===== src/sv/aarm_pkg.sv =====
// package for the axis-angle rotation matrix core
// holds the cordic arctangent table, fixed widths and the front/back queue entry type
// no dependencies
package aarm_pkg;

    localparam int TabLen     = 24;
    localparam int CordicFrac = 30;
    localparam int CordicW    = 34;
    localparam int AxisW      = 16;
    localparam int AngleW     = 16;
    localparam int OutW       = 18;
    localparam logic [CordicW-1:0] CordicStart = 34'h026DD3B6A;

    typedef struct packed {
        logic signed [AxisW-1:0] x;
        logic signed [AxisW-1:0] y;
        logic signed [AxisW-1:0] z;
        logic [1:0]              quad;
        logic signed [AngleW-1:0] resid;
    } t_front_item;

    function automatic logic [CordicW-1:0] atan_entry(input logic [4:0] i);
        logic [CordicW-1:0] v;
        unique case (i)
            5'd0:  v = 34'h020000000;
            5'd1:  v = 34'h012E4051E;
            5'd2:  v = 34'h009FB385B;
            5'd3:  v = 34'h0051111D4;
            5'd4:  v = 34'h0028B0D43;
            5'd5:  v = 34'h00145D7E1;
            5'd6:  v = 34'h000A2F61E;
            5'd7:  v = 34'h000517C55;
            5'd8:  v = 34'h00028BE53;
            5'd9:  v = 34'h000145F2F;
            5'd10: v = 34'h0000A2F98;
            5'd11: v = 34'h0000517CC;
            5'd12: v = 34'h000028BE6;
            5'd13: v = 34'h0000145F3;
            5'd14: v = 34'h00000A2FA;
            5'd15: v = 34'h00000517D;
            5'd16: v = 34'h0000028BE;
            5'd17: v = 34'h00000145F;
            5'd18: v = 34'h000000A30;
            5'd19: v = 34'h000000518;
            5'd20: v = 34'h00000028C;
            5'd21: v = 34'h000000146;
            5'd22: v = 34'h0000000A3;
            5'd23: v = 34'h000000051;
            default: v = '0;
        endcase
        return v;
    endfunction

endpackage


===== src/sv/aarm_front.sv =====
// front part: accepts requests, folds the angle to a quadrant and residual
// depends on aarm_pkg
module aarm_front import aarm_pkg::*; (
    input  logic                     i_clk,
    input  logic                     i_rst_n,
    input  logic                     i_valid,
    output logic                     o_ready,
    input  logic signed [AxisW-1:0]  i_axis_x,
    input  logic signed [AxisW-1:0]  i_axis_y,
    input  logic signed [AxisW-1:0]  i_axis_z,
    input  logic [AngleW-1:0]        i_angle,
    output logic                     o_valid,
    input  logic                     i_ready,
    output t_front_item              o_item
);

    localparam int Depth = 2;

    t_front_item r_mem [Depth];
    logic        r_wp, r_rp;
    logic [1:0]  r_cnt;
    t_front_item w_new;
    logic [AngleW-1:0] w_sum, w_res;
    logic        w_push, w_pop;

    always_comb begin
        w_sum = i_angle + 16'h2000;
        w_new.x = i_axis_x;
        w_new.y = i_axis_y;
        w_new.z = i_axis_z;
        w_new.quad = w_sum[15:14];
        w_res = i_angle - {w_sum[15:14], 14'd0};
        w_new.resid = w_res;
    end

    assign o_ready = (r_cnt != 2'd2);
    assign o_valid = (r_cnt != 2'd0);
    assign o_item  = r_mem[r_rp];
    assign w_push  = i_valid && o_ready;
    assign w_pop   = o_valid && i_ready;

    always_ff @(posedge i_clk) begin
        if (!i_rst_n) begin
            r_wp  <= 1'b0;
            r_rp  <= 1'b0;
            r_cnt <= 2'd0;
        end else begin
            if (w_push) r_wp <= ~r_wp;
            if (w_pop)  r_rp <= ~r_rp;
            r_cnt <= r_cnt + {1'b0, w_push} - {1'b0, w_pop};
        end
    end

    always_ff @(posedge i_clk) begin
        if (w_push) r_mem[r_wp] <= w_new;
    end

    a_cnt: assert property (@(posedge i_clk) disable iff (!i_rst_n) r_cnt != 2'd3)
        else $error("queue count overflow");
    a_full: assert property (@(posedge i_clk) disable iff (!i_rst_n)
        (r_cnt == 2'd2 && !w_pop) |=> (r_cnt == 2'd2))
        else $error("full queue lost a request");
    a_empty: assert property (@(posedge i_clk) disable iff (!i_rst_n)
        (r_cnt == 2'd0 && !w_push) |=> !o_valid)
        else $error("empty queue shows a request");

endmodule


===== config.mk =====
export PLATFORM = sky130hd
export DESIGN_NAME = aarm_front
export DESIGN_NICKNAME = d
export VERILOG_FILES = /design/src/sv/aarm_pkg.sv /design/src/sv/aarm_front.sv
export SDC_FILE = /design/constraint.sdc
export NUM_CORES = 1
export LEC_CHECK = 0
export BUFFER_PORTS_ARGS = -buffer_cell sky130_fd_sc_hd__buf_2
export CAP_MARGIN = 20
export CORE_ASPECT_RATIO = 0.9
export CORE_MARGIN = 8
export CORE_UTILIZATION = 32
export CTS_CLUSTER_SIZE = 8
export DETAILED_ROUTE_END_ITERATION = 12
export HOLD_SLACK_MARGIN = 0.03
export SLEW_MARGIN = 20
export SYNTH_ARGS = -nofsm -noshare
export SYNTH_HDL_FRONTEND = slang
export SYNTH_SLANG_ARGS = --single-unit

===== constraint.sdc =====
create_clock -name i_clk -period 3.9 [get_ports i_clk]
set_clock_uncertainty 0.15 [all_clocks]
set_input_delay 0.78 -clock i_clk [delete_from_list [all_inputs] [get_ports i_clk]]
set_output_delay 0.78 -clock i_clk [all_outputs]
set_load 0.05 [all_outputs]

==> impl_results.md <==
- Critical-path cell list: buf_12 > mux2_2 > buf_2
- # H-tree levels: 4
- Top-area cell type share of the netlist area: 75.6%
- Multi-input gate area: 1100 µm²
- # fillers: 1463
- Clk Tree Root Cell: clkbuf_16
- Layout Area Growth over Synthesis: 29.2%
- Hold Vio Cnt, Final: 0
- Placed cell area: 6160 µm²
- Arrival @ worst endpoint: 2110 ps
- Placed cell count: 577
- Max Clk Rate: 329 MHz
- Avg Cell Area, Syn: 21.9 µm²
- Final Instance Area: 6780 µm²
- Via count: 2653
- Net Count, Synth: 311
- Clk buf depth: 2
- Worst-Margin Slew: 960 ps
- Drt drc: 0
- CTS tree: yes
- DPL Wire Length: 6820 µm
- Worst-Skew Late Latency: 400 ps
- Hold WC Path Type: input port to register
- Crit path required time: 2970 ps
- Initial Util: 32.6%
- Port bufs: 135
- Area contributors post-synth: edfxtp_1, mux2_4, mux2_2, dfxtp_1, buf_6
- CTS Buf Count: 17
- Die W: 151 µm
- Synth Warn #: 0
- Power per cell area: 711 nW/µm²
- Unrepaired setup endpoints after global routing: false
- Number of max-cap violations: 0
- Final Slew Violations: 0
- Layout cell share with drive strength beyond 1: 59.5%
- Post CTS Setup Buffer Count: 0
- Vias in the first global route: 3059
- Layout Nets: 460
- Worst-path cell with the longest stage delay: dfxtp_4
- Sequential element share of the synthesized area: 77.5%
- Final wirelength: 10200 µm
- Tot GR Track Use: 10.1%
- Number of synthesized register bits: 137
- Tot Pwr: 4.82 mW
- Die area: 20700 µm²
- PostCTS Resize Cnt: 0
- Worst-path fanout max: 38
- DRT Pass-1 Iters: 4
- DR vias/cell: 4.36
- Rel. slew slack: 36.0%
- Crit path largest cell delay: 790 ps
- Post-DRT Antenna Nets: 0
- Post-Synthesis Cells: 240
- Row count: 44
- Iter 0 DRT Violations: 131
- Initial antenna violation count: 0
- N_diodes: 0
- GP Congestion: 0.704
- I/O Pins: 136
- Post-synth cell types: 26
- Synthesized area: 5250 µm²
- CTS clk-pin slew, worst paths: 60 ps
- Grt total ovfl: 0
- Leakage power: 2.61 nW
- Status: finished clean
- Setup TNS: 0 ps
- CP Launch Type: register
- FF+latch area: 4070 µm²
- Tcrit/Tclk final: 77.9%
- Area leader, netlist: edfxtp_1
- DR WL/cell: 16.7 µm
- Post-CTS Hold Buffers: 0
- Peak VDD IR: 0.412 mV
- Crit. End Element: output pin
- Worst setup path class: register to output pin
- First-pass GRT wire length: 15800 µm
- Die height: 137 µm
- Sink Count: 137
- Final setup viols: 0
- Core area: 16100 µm²
- Minimum clock period: 3040 ps
- Largest net degree at the start of global routing: 67
- Cell Count, Final, Fillers Out: 609
-- cells by family (layout without fill, tap and decap cells) --
| kind of cell | after synthesis | count (layout) | synth area share [%] |
|---|---|---|---|
| XOR/XNOR | 3 | 3 | 0.501 |
| AND/OR/NAND/NOR | 12 | 12 | 1.46 |
| adder cells (fa/ha/maj) | 3 | 3 | 0.716 |
| buffers and inverters | 11 | 173 | 1.57 |
| AO/OA/AOI/OAI | 7 | 7 | 1.05 |
| flip-flops | 137 | 137 | 77.5 |
| multiplexers | 67 | 67 | 17.2 |
-- layout by cell type, fill, tap and decap left out, drive strengths merged --
cell type,n
buf,138
edfxtp,132
mux2,66
clkbuf,19
clkinv,6
dfxtp,5
bufinv,4
and2,3
ha,3
clkinvlp,3
inv,3
or2,2
xnor2,2
nor2,2
nand2b,2
a21bo,2
a21oi,1
a311oi,1
xor2,1
o21ai,1
and3,1
nand3b,1
a21boi,1
nand2,1
a32oi,1
mux2i,1
-- per-layer routing --
layer	global-route usage (%)	up-vias	share of wire (%)
li1	-	1242	-
met1	11.7	1317	43
met2	16.2	82	49
met3	4.14	12	7.0
met4	4.78	0	1.5
met5	0	-	0
-- sequential cells by signal, summed over array words and instances (netlist names), named ones only --
signal / flops
r_cnt: 2
r_wp: 1
r_rp: 1
r_mem: 132
-- power breakdown --
part | switching, mW | internal [mW] | total, mW
registers | 0.0942 | 1.79 | 1.88
logic | 0.878 | 0.418 | 1.30
clock network | 0.576 | 1.06 | 1.64
-- worst max-delay path: cells and delay by family, from the launching register on --
family | cells | cell delay [ps]
multiplexers | 1 | 370
buffers and inverters | 2 | 530
flip-flops | 1 | 790
-- synth_stat cells --
library cell  number
edfxtp_1         132
mux2_4            40
mux2_2            26
buf_6              5
dfxtp_1            5
and2_1             3
buf_2              3
ha_1               3
inv_1              3
nor2_1             2
or2_2              2
xnor2_1            2
a21bo_1            1
a21bo_2            1
a21boi_0           1
a21oi_1            1
a311oi_1           1
a32oi_1            1
and3_1             1
mux2i_1            1
nand2_1            1
nand2b_1           1
nand2b_4           1
nand3b_1           1
o21ai_1            1
xor2_1             1
-- final cells by class --
| cell class | count | area share (%) |
|---|---|---|
| tap | 207 | 3.82 |
| multi-input combinational | 92 | 16.3 |
| clock inverter | 13 | 2.62 |
| sequential | 137 | 60.0 |
| timing repair buffer | 138 | 10.7 |
| clock buffer | 19 | 6.39 |
| inverter | 3 | 0.166 |
-- worst paths after layout --
| kind | from | depth (start not counted) | slack [ps] | endpoint |
|---|---|---|---|---|
| worst max-delay path | register | 3 | 860 | o_item[15] |
| worst max register to register | r_cnt[0] | 2 | 1850 | r_mem[1][51] |
| worst min register to register | r_rp | 2 | 430 | register |
| worst min-delay path | i_angle[0] | 1 | 410 | r_mem[1][0] |
-- stage by stage --
stage                     utilization, %  setup WS (ps)  hold WS, ps
final                               42.1            861          412
after global routing                42.1            743          385
after CTS                           42.1            792          386
after detailed placement            38.3           1250          421
after global placement              38.3           1280          419
after floorplan                        -            783          379
No activity file was read; power rests on OpenSTA's default activity.
